==> src/design/assert_macros.svh <==
// ----------------------------------------------------------------------------
// assert_macros.svh
// Assertion macros used by the draw engine fill unit.
// ----------------------------------------------------------------------------
`ifndef ASSERT_MACROS_SVH
`define ASSERT_MACROS_SVH
`ifndef ASSERT_OFF
`define ASSERT_ALWAYS(lbl, expr) \
  lbl: assert property (@(posedge clk) disable iff (rst) (expr)) else $error("check failed");
`define ASSERT_IMPLIES(lbl, ante, cons) \
  lbl: assert property (@(posedge clk) disable iff (rst) (ante) |-> (cons)) else $error("check failed");
`define ASSERT_NEXT(lbl, ante, cons) \
  lbl: assert property (@(posedge clk) disable iff (rst) (ante) |=> (cons)) else $error("check failed");
`else
`define ASSERT_ALWAYS(lbl, expr)
`define ASSERT_IMPLIES(lbl, ante, cons)
`define ASSERT_NEXT(lbl, ante, cons)
`endif
`endif

==> src/design/prof_pkg.sv <==
`timescale 1ns / 1ps
// ----------------------------------------------------------------------------
// prof_pkg
// Types, constants and helpers of the rectangle and oval fill engine.
// ----------------------------------------------------------------------------
package prof_pkg;

  localparam int FB_WIDTH  = 512;
  localparam int FB_HEIGHT = 512;
  localparam int FB_DEPTH  = FB_WIDTH * FB_HEIGHT;
  localparam int ADDR_W    = $clog2(FB_DEPTH);

  localparam logic [7:0]  OP_RECT    = 8'h2A;
  localparam logic [7:0]  OP_OVAL    = 8'h2B;
  localparam logic [13:0] COUNT_MASK = 14'h3FFF;
  localparam logic [7:0]  OPC_MASK   = 8'hFF;
  localparam logic [23:0] POS_MAX    = 24'hFFFFFF;
  localparam logic [15:0] SIZE_MAX   = 16'hFFFF;

  typedef enum logic [1:0] {
    OPC_STREAM  = 2'd0,
    OPC_READ    = 2'd1,
    OPC_RESTART = 2'd2
  } opc_t;

  typedef enum logic [1:0] {
    REG_STREAM_LENGTH = 2'd0,
    REG_DRAW_WIDTH    = 2'd1,
    REG_DRAW_HEIGHT   = 2'd2
  } reg_index_t;

  typedef enum logic [2:0] {
    PH_HEADER, PH_X, PH_Y, PH_W, PH_H, PH_COLOR, PH_SKIP
  } phase_t;

  typedef enum logic [2:0] {
    BK_CLEAR, BK_IDLE, BK_SETUP, BK_PROD, BK_RUN, BK_DRAIN, BK_READ
  } back_state_t;

  // Effective draw area.
  typedef struct packed {
    logic [9:0] w;
    logic [9:0] h;
  } area_t;

  // One command between the parser and the fill unit.
  typedef struct packed {
    logic              is_read;
    logic              read_ok;
    logic [ADDR_W-1:0] read_addr;
    logic              is_oval;
    logic [31:0]       x;
    logic [31:0]       y;
    logic [15:0]       wd;
    logic [15:0]       ht;
    logic [31:0]       color;
  } cmd_t;

  function automatic logic [9:0] eff_dim(input logic [9:0] r, input int lim);
    if (int'(r) < lim) return r;
    else return 10'(lim);
  endfunction

  function automatic logic [15:0] sat16(input logic [31:0] v);
    if (v > {16'd0, SIZE_MAX}) return SIZE_MAX;
    else return v[15:0];
  endfunction

endpackage

==> src/design/prof_front.sv <==
`timescale 1ns / 1ps
// ----------------------------------------------------------------------------
// prof_front
// Stream parser: tracks headers, gathers shape words and queues fills and reads.
// ----------------------------------------------------------------------------
module prof_front import prof_pkg::*; (
  input  logic        clk,
  input  logic        rst,
  input  logic        enable,
  input  logic [23:0] stream_length,
  input  area_t       area,
  input  logic        in_valid,
  output logic        in_ready,
  input  logic [1:0]  opcode,
  input  logic [31:0] stream_word,
  input  logic [8:0]  read_x,
  input  logic [8:0]  read_y,
  input  logic        q_full,
  output logic        push,
  output cmd_t        push_cmd
);

  logic [23:0] pos, pos_next;
  phase_t      phase, phase_next;
  logic [13:0] skip, skip_next;
  logic        is_oval, is_oval_next;
  logic [31:0] shape_x, shape_x_next;
  logic [31:0] shape_y, shape_y_next;
  logic [15:0] shape_w, shape_w_next;
  logic [15:0] shape_h, shape_h_next;

  logic [7:0]  hdr_op;
  logic [13:0] hdr_cnt;
  logic [23:0] pos_adv;
  logic        fits;
  logic [18:0] rd_lin;

  assign in_ready = enable && !q_full;
  assign hdr_op   = stream_word[15:8] & OPC_MASK;
  assign hdr_cnt  = stream_word[29:16] & COUNT_MASK;
  assign pos_adv  = (pos == POS_MAX) ? pos : pos + 24'd1;
  assign fits     = ({1'b0, pos_adv} + 25'(hdr_cnt)) <= {1'b0, stream_length};
  assign rd_lin   = 19'(read_y) * 19'(area.w) + 19'(read_x);

  always_comb begin
    pos_next     = pos;
    phase_next   = phase;
    skip_next    = skip;
    is_oval_next = is_oval;
    shape_x_next = shape_x;
    shape_y_next = shape_y;
    shape_w_next = shape_w;
    shape_h_next = shape_h;
    push         = 1'b0;
    push_cmd     = '0;
    if (in_valid && in_ready) begin
      unique case (opc_t'(opcode))
        OPC_STREAM: begin
          unique case (phase)
            PH_HEADER: begin
              if (pos < stream_length) begin
                pos_next = pos_adv;
                if ((hdr_op == OP_RECT || hdr_op == OP_OVAL) && fits) begin
                  is_oval_next = (hdr_op == OP_OVAL);
                  phase_next   = PH_X;
                end else if (hdr_cnt != 14'd0) begin
                  skip_next  = hdr_cnt;
                  phase_next = PH_SKIP;
                end
              end
            end
            PH_X: begin
              shape_x_next = stream_word;
              phase_next   = PH_Y;
              pos_next     = pos_adv;
            end
            PH_Y: begin
              shape_y_next = stream_word;
              phase_next   = PH_W;
              pos_next     = pos_adv;
            end
            PH_W: begin
              shape_w_next = sat16(stream_word);
              phase_next   = PH_H;
              pos_next     = pos_adv;
            end
            PH_H: begin
              shape_h_next = sat16(stream_word);
              phase_next   = PH_COLOR;
              pos_next     = pos_adv;
            end
            PH_COLOR: begin
              push             = 1'b1;
              push_cmd.is_oval = is_oval;
              push_cmd.x       = shape_x;
              push_cmd.y       = shape_y;
              push_cmd.wd      = shape_w;
              push_cmd.ht      = shape_h;
              push_cmd.color   = stream_word;
              phase_next       = PH_HEADER;
              pos_next         = pos_adv;
            end
            PH_SKIP: begin
              if (skip <= 14'd1) begin
                skip_next  = 14'd0;
                phase_next = PH_HEADER;
              end else begin
                skip_next = skip - 14'd1;
              end
              pos_next = pos_adv;
            end
            default: phase_next = PH_HEADER;
          endcase
        end
        OPC_READ: begin
          push               = 1'b1;
          push_cmd.is_read   = 1'b1;
          push_cmd.read_ok   = ({1'b0, read_x} < area.w) && ({1'b0, read_y} < area.h);
          push_cmd.read_addr = ADDR_W'(rd_lin);
        end
        OPC_RESTART: begin
          pos_next   = 24'd0;
          phase_next = PH_HEADER;
          skip_next  = 14'd0;
        end
        default: ;
      endcase
    end
  end

  always_ff @(posedge clk) begin
    if (rst) begin
      pos     <= 24'd0;
      phase   <= PH_HEADER;
      skip    <= 14'd0;
      is_oval <= 1'b0;
      shape_x <= 32'd0;
      shape_y <= 32'd0;
      shape_w <= 16'd0;
      shape_h <= 16'd0;
    end else begin
      pos     <= pos_next;
      phase   <= phase_next;
      skip    <= skip_next;
      is_oval <= is_oval_next;
      shape_x <= shape_x_next;
      shape_y <= shape_y_next;
      shape_w <= shape_w_next;
      shape_h <= shape_h_next;
    end
  end

endmodule

==> config.mk <==
export PLATFORM = sky130hd
export DESIGN_NAME = prof_front
export DESIGN_NICKNAME = d
export VERILOG_FILES = /design/src/design/assert_macros.svh /design/src/design/prof_pkg.sv /design/src/design/prof_front.sv
export SDC_FILE = /design/constraint.sdc
export NUM_CORES = 1
export LEC_CHECK = 0
export BUFFER_PORTS_ARGS = -buffer_cell sky130_fd_sc_hd__buf_2
export CORE_ASPECT_RATIO = 0.9
export CORE_MARGIN = 3
export CORE_UTILIZATION = 52
export DETAILED_ROUTE_END_ITERATION = 8
export GPL_TIMING_DRIVEN = 0
export PLACE_DENSITY = 0.9
export SLEW_MARGIN = 20
export SYNTH_ARGS = -nofsm -noshare
export SYNTH_HDL_FRONTEND = slang
export SYNTH_SLANG_ARGS = --single-unit
==> constraint.sdc <==
create_clock -name clk -period 8.3 [get_ports clk]
set_input_delay 1.66 -clock clk [delete_from_list [all_inputs] [get_ports clk]]
set_output_delay 1.66 -clock clk [all_outputs]
set_load 0.02 [all_outputs]
==> results.sh <==
export IMPL_clk_pin_slew_ps=60
export IMPL_antenna_found_initial=0
export IMPL_grt_pass1_wl_um=65000
export IMPL_h_tree_depth=4
export IMPL_final_cells=2219
export IMPL_worst_pin_slew_ps=1080
export IMPL_ys_warn_count=0
export IMPL_clkLatencyLatePin_ps=430
export IMPL_finalHoldViolCount=0
export IMPL_async_reset_ff_frac=0
export IMPL_die_area_mm2=0.0261
export IMPL_syn_avg_cell_area_um2=7.64
export IMPL_worst_endpoint_required_ps=8580
export IMPL_place_hpwl_um=31800
export IMPL_ys_flop_type="dfxtp_1"
export IMPL_cap_violations=0
export IMPL_die_h_um=154
export IMPL_ys_types=64
export IMPL_clock_skew_final_ps=8.20
export IMPL_multiInputGateArea_mm2=0.00909
export IMPL_slew_headroom=0.261
export IMPL_clock_path_buffers=2
export IMPL_grt_max_degree=17
export IMPL_seq_area_mm2=0.00276
export IMPL_clock_sinks=138
export IMPL_drive_above_1_share=0.161
export IMPL_viasPerCell=5.96
export IMPL_gp_congestion=0.962
export IMPL_synth_edf_count=0
export IMPL_setup_violations=0
export IMPL_synth_area_leaders="dfxtp_1 22%, ha_1 13%, fa_1 9.9%, and2_1 8.4%, nand2_1 7.3%"
export IMPL_cts_made_buffers=17
export IMPL_synthToLayoutAreaGrowth_pct=18.4
export IMPL_crit_path_end_kind="flip-flop"
export IMPL_ant_nets=0
export IMPL_finalCriticalPeriod_ps=8150
export IMPL_drt_iter0_drc=1426
export IMPL_drtPass1Iterations=6
export IMPL_path_common_cell="ha_1"
export IMPL_wl_per_cell_um=18.4
export IMPL_cts_root_buf="clkbuf_16"
export IMPL_rows=53
export IMPL_grt_ovfl_total=0
export IMPL_drc=0
export IMPL_io_pins=252
export IMPL_synth_top_cell_by_area="dfxtp_1"
export IMPL_slowest_stage="a221oi_1"
export IMPL_cts_tree="built"
export IMPL_start_kind="flip-flop"
export IMPL_pwr_density_cell_mw_per_mm2=178
export IMPL_slew_viol_final=0
export IMPL_synth_top_area_share=0.220
export IMPL_syn_num_nets=1941
export IMPL_critical_path_class="reg -> reg"
export IMPL_fin_nets=2199
export IMPL_yosysSeqAreaShare=0.220
export IMPL_syn_area_mm2=0.0126
export IMPL_n_antenna_cell=0
export IMPL_ctsHoldBuffers=0
export IMPL_critPathMaxFanout=6
export IMPL_grt_pass1_vias=13000
export IMPL_rsz0062_at_grt="true"
export IMPL_port_buffers=241
export IMPL_p_leak_nw=7.00
export IMPL_slowest_delay_ps=560
export IMPL_finalPower_mw=2.65
export IMPL_fmax_ghz=0.123
export IMPL_start_util=0.534
export IMPL_outcome="completed"
export IMPL_worstPathArrival_ps=8430
export IMPL_ir_worst_vdd_mv=0.167
export IMPL_grt_use_total=0.305
export IMPL_drt_total_wl_um=40900
export IMPL_ys_ff_latch=138
export IMPL_route_vias_total=13200
export IMPL_syn_inst=1646
export IMPL_fin_crit_sh=0.982
export IMPL_fillCellCount=1911
export IMPL_core_area_mm2=0.0235
export IMPL_die_w_um=170
export IMPL_hp_class="reg -> reg"
export IMPL_dp_cells=2189
==> registers in the layout, summed over array words and instances (netlist names) <==
name	count
shape_y	32
shape_h	16
is_oval	1
skip	14
phase	3
shape_w	16
pos	24
shape_x	32
==> cells in the mapped netlist (5+ instances only) <==
library cell / n
nand2_1: 246
and2_1: 168
nor2_1: 146
dfxtp_1: 138
ha_1: 132
a21oi_1: 130
inv_1: 127
clkbuf_1: 86
fa_1: 62
a211oi_1: 42
xnor2_1: 35
o21ai_0: 33
nand3_1: 32
xor2_1: 26
nor3_1: 25
mux2i_1: 18
a21o_1: 17
nand4_1: 16
a22oi_1: 13
nor4_1: 13
or3_1: 13
nor2b_1: 11
and3_1: 10
o31ai_1: 10
or4_1: 10
nand2b_1: 9
o21a_1: 6
a2111oi_0: 5
a31oi_1: 5
==> cell usage in the layout (no fill, tap or decap), drive strengths merged, types with 43 or more instances in the layout <==
cell type and count:
inv 134, ha 132, nor2 146, a21oi 130
clkbuf 99, nand2 246, and2 170, buf 249
fa 62, dfxtp 138, a211oi 43
==> per-stage QoR <==
stage                     setup TNS [ps]  hold WS, ps  setup slack, ps  utilization  instance area (um2)
after floorplan                        0          432              166            -                12600
after global placement             -1700          439             -590        0.601                14200
after detailed placement           -2690          444             -641        0.601                14200
after CTS                              0          451             6.62        0.629                14800
after global routing                -455          473             -133        0.632                14900
final                                  0          453              153        0.632                14900
==> critical path, delay by kind of cell (launching register included) <==
| family | cells | cell delay, ps |
|---|---|---|
| buffers and inverters | 1 | 290 |
| xor gates and xnor gates | 2 | 300 |
| muxes | 2 | 530 |
| AOI/OAI and AO/OA | 10 | 2890 |
| and+or+nand+nor | 10 | 2620 |
| adders and majority gates | 3 | 880 |
| DFF | 1 | 460 |
==> worst paths after layout <==
path | to | startpoint | cells after the start | slack (ps)
worst min register to register | shape_y[30] | shape_y[30] | 2 | 450
worst min-delay path | shape_y[30] | shape_y[30] | 2 | 450
worst max-delay path | phase[0] | pos[0] | 28 | 150
worst max register to register | phase[0] | pos[0] | 28 | 150
==> report_power, final <==
group | switching (mW) | internal [mW]
clock | 0.323 | 0.459
combinational | 0.687 | 0.514
sequential | 0.00208 | 0.664
total | 1.01 | 1.64
==> layout make-up <==
cell class / instances / area share
Multi-Input combinational cell: 1291 / 0.611
Timing Repair Buffer: 243 / 0.0824
Buffer: 86 / 0.0236
Clock buffer: 19 / 0.0298
Sequential cell: 138 / 0.186
Tap cell: 302 / 0.0254
Clock inverter: 13 / 0.0104
Inverter: 127 / 0.0320
==> cells by family (layout without fill, tap and decap cells) <==
group / Yosys count / in the layout / synth area share
mux: 19 / 19 / 0.0152
buf+inv: 217 / 488 / 0.0655
xor+xnor: 61 / 61 / 0.0425
flops: 138 / 138 / 0.220
compound gates: 295 / 295 / 0.147
simple gates: 722 / 722 / 0.280
fa+ha+maj: 194 / 194 / 0.230
==> metal layers <==
metal | wire length [um] | global-route usage | up-vias
met4 | 1860 | 0.126 | 0
met2 | 19000 | 0.500 | 773
li1 | - | - | 6048
met1 | 16300 | 0.394 | 6233
met3 | 3740 | 0.0627 | 169
met5 | 0 | 0 | -
==> repair_timing <==
item | 4_1_cts | 5_1_grt
setup endpoints to repair | 16 | 22
pin swaps | 1 | 4
gates resized for setup | 18 | 19
buffers inserted | 1 | 1
(Power assumes the default switching activity.)
