<file path="config.mk">
export PLATFORM = sky130hd
export DESIGN_NAME = prof_queue
export DESIGN_NICKNAME = d
export VERILOG_FILES = /design/src/design/assert_macros.svh /design/src/design/prof_pkg.sv /design/src/design/prof_queue.sv
export SDC_FILE = /design/constraint.sdc
export NUM_CORES = 1
export LEC_CHECK = 0
export BUFFER_PORTS_ARGS = -buffer_cell sky130_fd_sc_hd__buf_2
export CAP_MARGIN = 10
export CORE_MARGIN = 3
export CORE_UTILIZATION = 56
export CTS_CLUSTER_SIZE = 24
export DETAILED_ROUTE_END_ITERATION = 12
export MAX_ROUTING_LAYER = met4
export PLACE_DENSITY = 0.83
export SLEW_MARGIN = 10
export SYNTH_ARGS = -nofsm -noshare
export SYNTH_HDL_FRONTEND = slang
export SYNTH_SLANG_ARGS = --single-unit
</file>
<file path="constraint.sdc">
create_clock -name clk -period 14.2 [get_ports clk]
set_clock_uncertainty 0.15 [all_clocks]
set_input_delay 2.84 -clock clk [delete_from_list [all_inputs] [get_ports clk]]
set_output_delay 2.84 -clock clk [all_outputs]
set_load 0.02 [all_outputs]
</file>
<file path="src/design/assert_macros.svh">
// ----------------------------------------------------------------------------
// assert_macros.svh
// Assertion macros used by the draw engine fill unit.
// ----------------------------------------------------------------------------
`ifndef ASSERT_MACROS_SVH
`define ASSERT_MACROS_SVH
`ifndef ASSERT_OFF
`define ASSERT_ALWAYS(lbl, expr) \
  lbl: assert property (@(posedge clk) disable iff (rst) (expr)) else $error("check failed");
`define ASSERT_IMPLIES(lbl, ante, cons) \
  lbl: assert property (@(posedge clk) disable iff (rst) (ante) |-> (cons)) else $error("check failed");
`define ASSERT_NEXT(lbl, ante, cons) \
  lbl: assert property (@(posedge clk) disable iff (rst) (ante) |=> (cons)) else $error("check failed");
`else
`define ASSERT_ALWAYS(lbl, expr)
`define ASSERT_IMPLIES(lbl, ante, cons)
`define ASSERT_NEXT(lbl, ante, cons)
`endif
`endif

</file>
<file path="src/design/prof_pkg.sv">
`timescale 1ns / 1ps
// ----------------------------------------------------------------------------
// prof_pkg
// Types, constants and helpers of the rectangle and oval fill engine.
// ----------------------------------------------------------------------------
package prof_pkg;

  localparam int FB_WIDTH  = 512;
  localparam int FB_HEIGHT = 512;
  localparam int FB_DEPTH  = FB_WIDTH * FB_HEIGHT;
  localparam int ADDR_W    = $clog2(FB_DEPTH);

  localparam logic [7:0]  OP_RECT    = 8'h2A;
  localparam logic [7:0]  OP_OVAL    = 8'h2B;
  localparam logic [13:0] COUNT_MASK = 14'h3FFF;
  localparam logic [7:0]  OPC_MASK   = 8'hFF;
  localparam logic [23:0] POS_MAX    = 24'hFFFFFF;
  localparam logic [15:0] SIZE_MAX   = 16'hFFFF;

  typedef enum logic [1:0] {
    OPC_STREAM  = 2'd0,
    OPC_READ    = 2'd1,
    OPC_RESTART = 2'd2
  } opc_t;

  typedef enum logic [1:0] {
    REG_STREAM_LENGTH = 2'd0,
    REG_DRAW_WIDTH    = 2'd1,
    REG_DRAW_HEIGHT   = 2'd2
  } reg_index_t;

  typedef enum logic [2:0] {
    PH_HEADER, PH_X, PH_Y, PH_W, PH_H, PH_COLOR, PH_SKIP
  } phase_t;

  typedef enum logic [2:0] {
    BK_CLEAR, BK_IDLE, BK_SETUP, BK_PROD, BK_RUN, BK_DRAIN, BK_READ
  } back_state_t;

  // Effective draw area.
  typedef struct packed {
    logic [9:0] w;
    logic [9:0] h;
  } area_t;

  // One command between the parser and the fill unit.
  typedef struct packed {
    logic              is_read;
    logic              read_ok;
    logic [ADDR_W-1:0] read_addr;
    logic              is_oval;
    logic [31:0]       x;
    logic [31:0]       y;
    logic [15:0]       wd;
    logic [15:0]       ht;
    logic [31:0]       color;
  } cmd_t;

  function automatic logic [9:0] eff_dim(input logic [9:0] r, input int lim);
    if (int'(r) < lim) return r;
    else return 10'(lim);
  endfunction

  function automatic logic [15:0] sat16(input logic [31:0] v);
    if (v > {16'd0, SIZE_MAX}) return SIZE_MAX;
    else return v[15:0];
  endfunction

endpackage

</file>
<file path="src/design/prof_queue.sv">
`timescale 1ns / 1ps
// ----------------------------------------------------------------------------
// prof_queue
// Two-entry command queue between the parser and the fill unit.
// ----------------------------------------------------------------------------
module prof_queue import prof_pkg::*; (
  input  logic clk,
  input  logic rst,
  input  logic push,
  input  cmd_t push_cmd,
  output logic full,
  input  logic pop,
  output cmd_t head,
  output logic empty
);

  cmd_t       slot [2];
  logic       wr_ptr;
  logic       rd_ptr;
  logic [1:0] count;

  assign full  = (count == 2'd2);
  assign empty = (count == 2'd0);
  assign head  = slot[rd_ptr];

  always_ff @(posedge clk) begin
    if (rst) begin
      wr_ptr <= 1'b0;
      rd_ptr <= 1'b0;
      count  <= 2'd0;
    end else begin
      if (push) wr_ptr <= ~wr_ptr;
      if (pop) rd_ptr <= ~rd_ptr;
      if (push && !pop) count <= count + 2'd1;
      else if (pop && !push) count <= count - 2'd1;
    end
  end

  always_ff @(posedge clk) begin
    if (push) slot[wr_ptr] <= push_cmd;
  end

endmodule

</file>
==> results.ini, run 1 <==
[clock_network]
cts_tree=yes
htree_levels=1
cts-root-buf=clkbuf_16
cts_setup_buffers=0
clock_sinks=303
post_cts_resized=0
hold_buffers=0
clk_latency_ps=520
ctsLongestPathBuffers=3
numCtsBuffers=29
clk_pin_slew_ps=60

[power_and_ir_drop]
power.share.clock_pct=34.5
combPwrFrac_pct=13.2
finalPower_w=0.00204
sequentialPowerShare_pct=52.3
power.density_nw_per_um2=146
peakVddDrop_uv=118
power.leakage_nw=5.48
p_int_w=0.00157
switching_power_w=0.000465
netSwitchingFraction_pct=22.8

[critical_path]
criticalPathCategory=register to output port
r2r_start=wr_ptr
r2r-end=slot[1][143]
critPathCapture=head[133]
reg2regPathDepth=2
start_kind=register
end_kind=output port
arrival_ps=2750
r2r_slack_ps=11440
critical_path.max_fanout=56
worstPathRequired_ps=11210

[sta]
finalWorstSetupSlack_ps=8460
fin_crit_ps=5740
finalSetupViolCount=0
relSlewSlack_pct=31.3
slew_viol_final=0
tightestPinTransition_ps=1030
fin_crit_sh_pct=40.4
finalSetupTns_ps=0
finalHoldViolCount=0
whs_ps=361
fmax_mhz=174
grt_setup_unrepaired=no

[die]
die_h_um=149
core_um2=19700
die-area_um2=22100
initial_core_util_pct=57.7
num_io_pins=304
core.rowCount=51
dieWidth_um=149

[placement]
io_buffers=303
dp_slack_ps=8840
gp_congestion=0.773
hpwl_um=14700

[drt]
via_per_inst=5.16
final_antenna_net_count=0
drt_pre_antenna_iters=6
wirelength_um=21700
num_vias=5653
drt_iter0_markers=281
wire_per_inst_um=19.8
drc=0

[synthesis]
synthTopCellsByCount=298 x edfxtp_1, 101 x mux2_4, 48 x mux2_2, 14 x buf_6
ys_ff_latch=303
synth-async-reset-ratio_pct=0
ys.flop_type=edfxtp_1
ys_seq_area_share_pct=79.5
yosysWarnings=0
synth_top_area_share_pct=78.6
synth_area_leader_cell=edfxtp_1
synth.cell_area_um2=11400
netlist_top_cells_area=edfxtp_1 79%, mux2_4 13%, mux2_2 4.7%
synth_nets=640
synth_area_per_cell_um2=23.4
postSynthCellCount=486
ys_types=16
synth.most_common_cell=edfxtp_1
synth_edf_count=298

[global_routing]
antenna_found_initial=3
grt_pass1_vias=6015
grt_pass1_wl_um=32500
grt_max_degree=76
overflow=0
grt_usage_pct=19.5

[cells_and_area]
nNetsFinal=962
utilization_pct=70.9
layout-drive-gt1-share_pct=60.3
area_delta_synth_final_pct=22.9
fill_cells=1184

[worst_hold_path]
hp-class=register to register

[status]
run_status=finished, final reports clean

[job]
maxCapViolCount=0

## power by group through the flow
stage / clock [W] / sequential (W) / combinational, W
detailed placement: 0 / 0.00108 / 0.000270
floorplan: 0 / 0.00108 / 0.000187
CTS: 0.000721 / 0.00107 / 0.000272
finish: 0.000702 / 0.00106 / 0.000269
global placement: 0 / 0.00108 / 0.000264
global route: 0.000759 / 0.00107 / 0.000284
## how the worst min path moves through the flow
stage / start / endpoint / slack [ps] / cells past startpoint
floorplan: count[1] / count[1] / 310 / 2
detailed placement: count[1] / count[1] / 340 / 2
global placement: count[1] / count[1] / 330 / 2
finish: count[1] / count[1] / 360 / 2
CTS: count[1] / count[1] / 360 / 2
global route: count[1] / count[1] / 400 / 2
## cell families after synthesis
family | Yosys count | share of synthesized area, %
xor+xnor | 4 | 0.308
fa+ha+maj | 1 | 0.110
simple gates | 9 | 0.385
compound gates | 2 | 0.0878
flops | 303 | 79.5
buf+inv | 18 | 1.55
mux | 149 | 18.1
## state kept, by name, indices dropped and copies added, names as in the netlist, named ones only
name    cells
wr_ptr      1
count       2
slot      298
rd_ptr      1
## metal layers
| layer | global-route usage [%] | up-vias | routed length, µm |
|---|---|---|---|
| met1 | 24.6 | 2779 | 8520 |
| met4 | 5.27 | 0 | 465 |
| met2 | 32.3 | 261 | 10800 |
| li1 | - | 2576 | - |
| met5 | - | - | 0 |
| met3 | 4.51 | 37 | 1980 |
## worst max-delay path, cell delays in order (launching register included)
cell     delay [ps]
dfxtp_4         730
buf_4           900
mux2_2          410
buf_2           160
## cell type report
type,count,area (µm²),area share [%]
inverter,1,3.75,0.0268
clock inverter,13,114,0.814
antenna,3,7.51,0.0537
sequential,303,9050,64.7
timing repair buffer,308,1550,11.1
tap,265,332,2.37
clock buffer,37,756,5.40
multi-input combinational,165,2170,15.5
## metrics by stage
step,cells,instance area (µm²)
after floorplan,486,11400
after global placement,1042,13100
after detailed placement,1042,13100
after CTS,1092,14000
after global routing,1094,14000
final,1095,14000
## placed cells by master, fill, tap and decap left out
master	instances
ha_1	1
o21ai_0	1
xor2_1	2
dfxtp_1	4
buf_2	303
a21oi_1	1
nor2b_1	1
and2_4	1
clkbuf_1	8
buf_4	5
clkbuf_16	29
bufinv_16	2
dfxtp_4	1
or3_1	1
clkinv_2	7
edfxtp_1	298
nor2_1	5
inv_1	1
diode_2	3
clkinvlp_4	1
mux2_4	101
nor2b_4	1
xnor2_1	2
mux2_2	48
clkinv_1	3
No activity file was read; power rests on OpenSTA's default activity.
==> run 2, diff against run 1 <==
CORE_UTILIZATION = 52   (was 56)
PLACE_DENSITY = 0.78   (was 0.83)
clock period = 5.7 ns   (was 14.2 ns; I/O delays follow)
==> run 2 against run 1 <==
Register-to-register slack worse by 8000 ps. Power grew to 2.6 times the previous value. Sequential share of layout area fell by 1.0 points. Critical path type unchanged. Largest cell class unchanged.
==> results.ini, run 2 (same netlist as run 1, synthesis figures left out) <==
[clock_network]
hold_buffers=0  ; unchanged
numCtsBuffers=30  ; +3.4%
ctsLongestPathBuffers=3  ; unchanged
htree_levels=1  ; unchanged
cts_tree=yes
cts_setup_buffers=0  ; unchanged
clock_sinks=303  ; unchanged
clk_latency_ps=530  ; about the same
post_cts_resized=0  ; unchanged
cts-root-buf=clkbuf_16
clk_pin_slew_ps=60  ; about the same

[cells_and_area]
reg_top3=slot x298, count x2
largest-register=slot
fill_cells=1381  ; +17%
nNetsFinal=962  ; unchanged
multi_input_comb_area_um2=2170  ; unchanged
seq_area_um2=9050  ; unchanged
utilization_pct=66.8  ; -4.2 points
layout_common_cells=303 x buf_2, 298 x edfxtp_1, 101 x mux2_4
largest_reg_flops=298  ; unchanged
fin_area_um2=14200  ; +1.6%
area_delta_synth_final_pct=24.8
layout-drive-gt1-share_pct=60.7  ; +0.36 points
final_common_cell=buf_2

[die]
die_h_um=154  ; +3.6%
die-area_um2=23700  ; +7.4%
dieWidth_um=154  ; +3.6%
num_io_pins=304  ; unchanged
core.rowCount=53  ; +3.9%
initial_core_util_pct=53.5  ; -4.3 points
core_um2=21300  ; +8.0%

[worst_hold_path]
min_path_cells=2  ; unchanged
hp-class=register to register
hold_end=rd_ptr
hp-start=rd_ptr

[critical_path]
critical_path.max_fanout=42  ; -25%
criticalPathCategory=register to output port
end_kind=output port
r2r-end=slot[1][14]
arrival_ps=2560  ; -190 ps
reg2regPathDepth=2  ; unchanged
start_kind=register
r2r_slack_ps=3390  ; -8050 ps
r2r_start=wr_ptr
worstPathRequired_ps=4410  ; -6800 ps

[drt]
via_per_inst=5.13  ; -0.62%
drc=0  ; unchanged
final_antenna_net_count=0  ; unchanged
num_vias=5695  ; +0.74%
wire_per_inst_um=19.7  ; -0.81%
drt_pre_antenna_iters=4  ; -2
wirelength_um=21800  ; +0.55%
drt_iter0_markers=281  ; unchanged

[power_and_ir_drop]
power.density_nw_per_um2=377  ; +160%
peakVddDrop_uv=327  ; +180%
power.leakage_nw=5.56  ; +1.5%

[sta]
finalSetupViolCount=0  ; unchanged
tightestPinTransition_ps=990  ; -40.2 ps
grt_setup_unrepaired=no
whs_ps=384  ; +23.2 ps
relSlewSlack_pct=34.0  ; +2.7 points
fin_crit_sh_pct=67.6
fin_crit_ps=3850
slew_viol_final=0  ; unchanged
finalHoldViolCount=0  ; unchanged
finalSetupTns_ps=0  ; unchanged
fmax_mhz=259

[placement]
gp_congestion=0.785  ; +1.5%
io_buffers=303  ; unchanged
hpwl_um=14700  ; -0.13%
dpl-instance-area_um2=13200  ; +0.32%

[global_routing]
antenna_found_initial=3  ; unchanged
grt_pass1_vias=6004  ; -0.18%
overflow=0  ; unchanged
grt_max_degree=150  ; +97%
grt_pass1_wl_um=33300  ; +2.7%
grt_usage_pct=18.3  ; -1.2 points

[job]
maxCapViolCount=0  ; unchanged

[status]
run_status=finished, final reports clean

-- run 2: cell count changes in the layout (fill, tap and decap cells not counted), sizes merged --
cell,before,now
buf,308,307
bufinv,2,6
clkbuf,37,36
clkinvlp,1,3
inv,1,2
-- run 2: routing by layer --
layer	wire length [µm]	track usage, %	up-vias	part of all wire [%]
met4	413	4.63	0	1.9
met3	1750	3.97	32	8.0
met1	8680	23.4	2793	40
met2	11000	30.1	281	50
met5	0	-	-	0
li1	-	-	2589	-
-- run 2: worst max-delay path: stages (launching register included) --
cell and delay (ps):
dfxtp_4 780, buf_4 660, mux2_4 360, buf_2 160
-- run 2: how the worst max path moves through the flow --
stage	to	slack, ps	depth (start not counted)
finish	head[107]	1850	3
global route	head[40]	1710	3
CTS	head[107]	1820	3
detailed placement	head[107]	2400	3
global placement	head[103]	2490	3
floorplan	slot[0][0]	90	1
-- run 2: metrics by stage --
step | instances | setup WS (ps) | power (W)
floorplan | 486 | 88.4 | 0.00315
detailed placement | 1051 | 2400 | 0.00337
global placement | 1051 | 2490 | 0.00335
global route | 1110 | 1710 | 0.00556
finish | 1110 | 1850 | 0.00536
CTS | 1107 | 1820 | 0.00542
-- run 2: final cells by class --
type                    count  share of cell area [%]
multi-input cells         165                    15.3
flip-flops and latches    303                    63.7
diodes                      3                  0.0528
well taps                 275                    2.42
inverters                   1                  0.0264
clock inverters            20                    1.80
clock buffers              36                    5.59
repair buffers            307                    11.1
-- run 2: report_power, final --
part           leakage (nW)  internal [W]  switching [W]
logic                  2.22      0.000291       0.000375
registers              2.84       0.00260      0.0000504
clock network         0.505       0.00126       0.000776
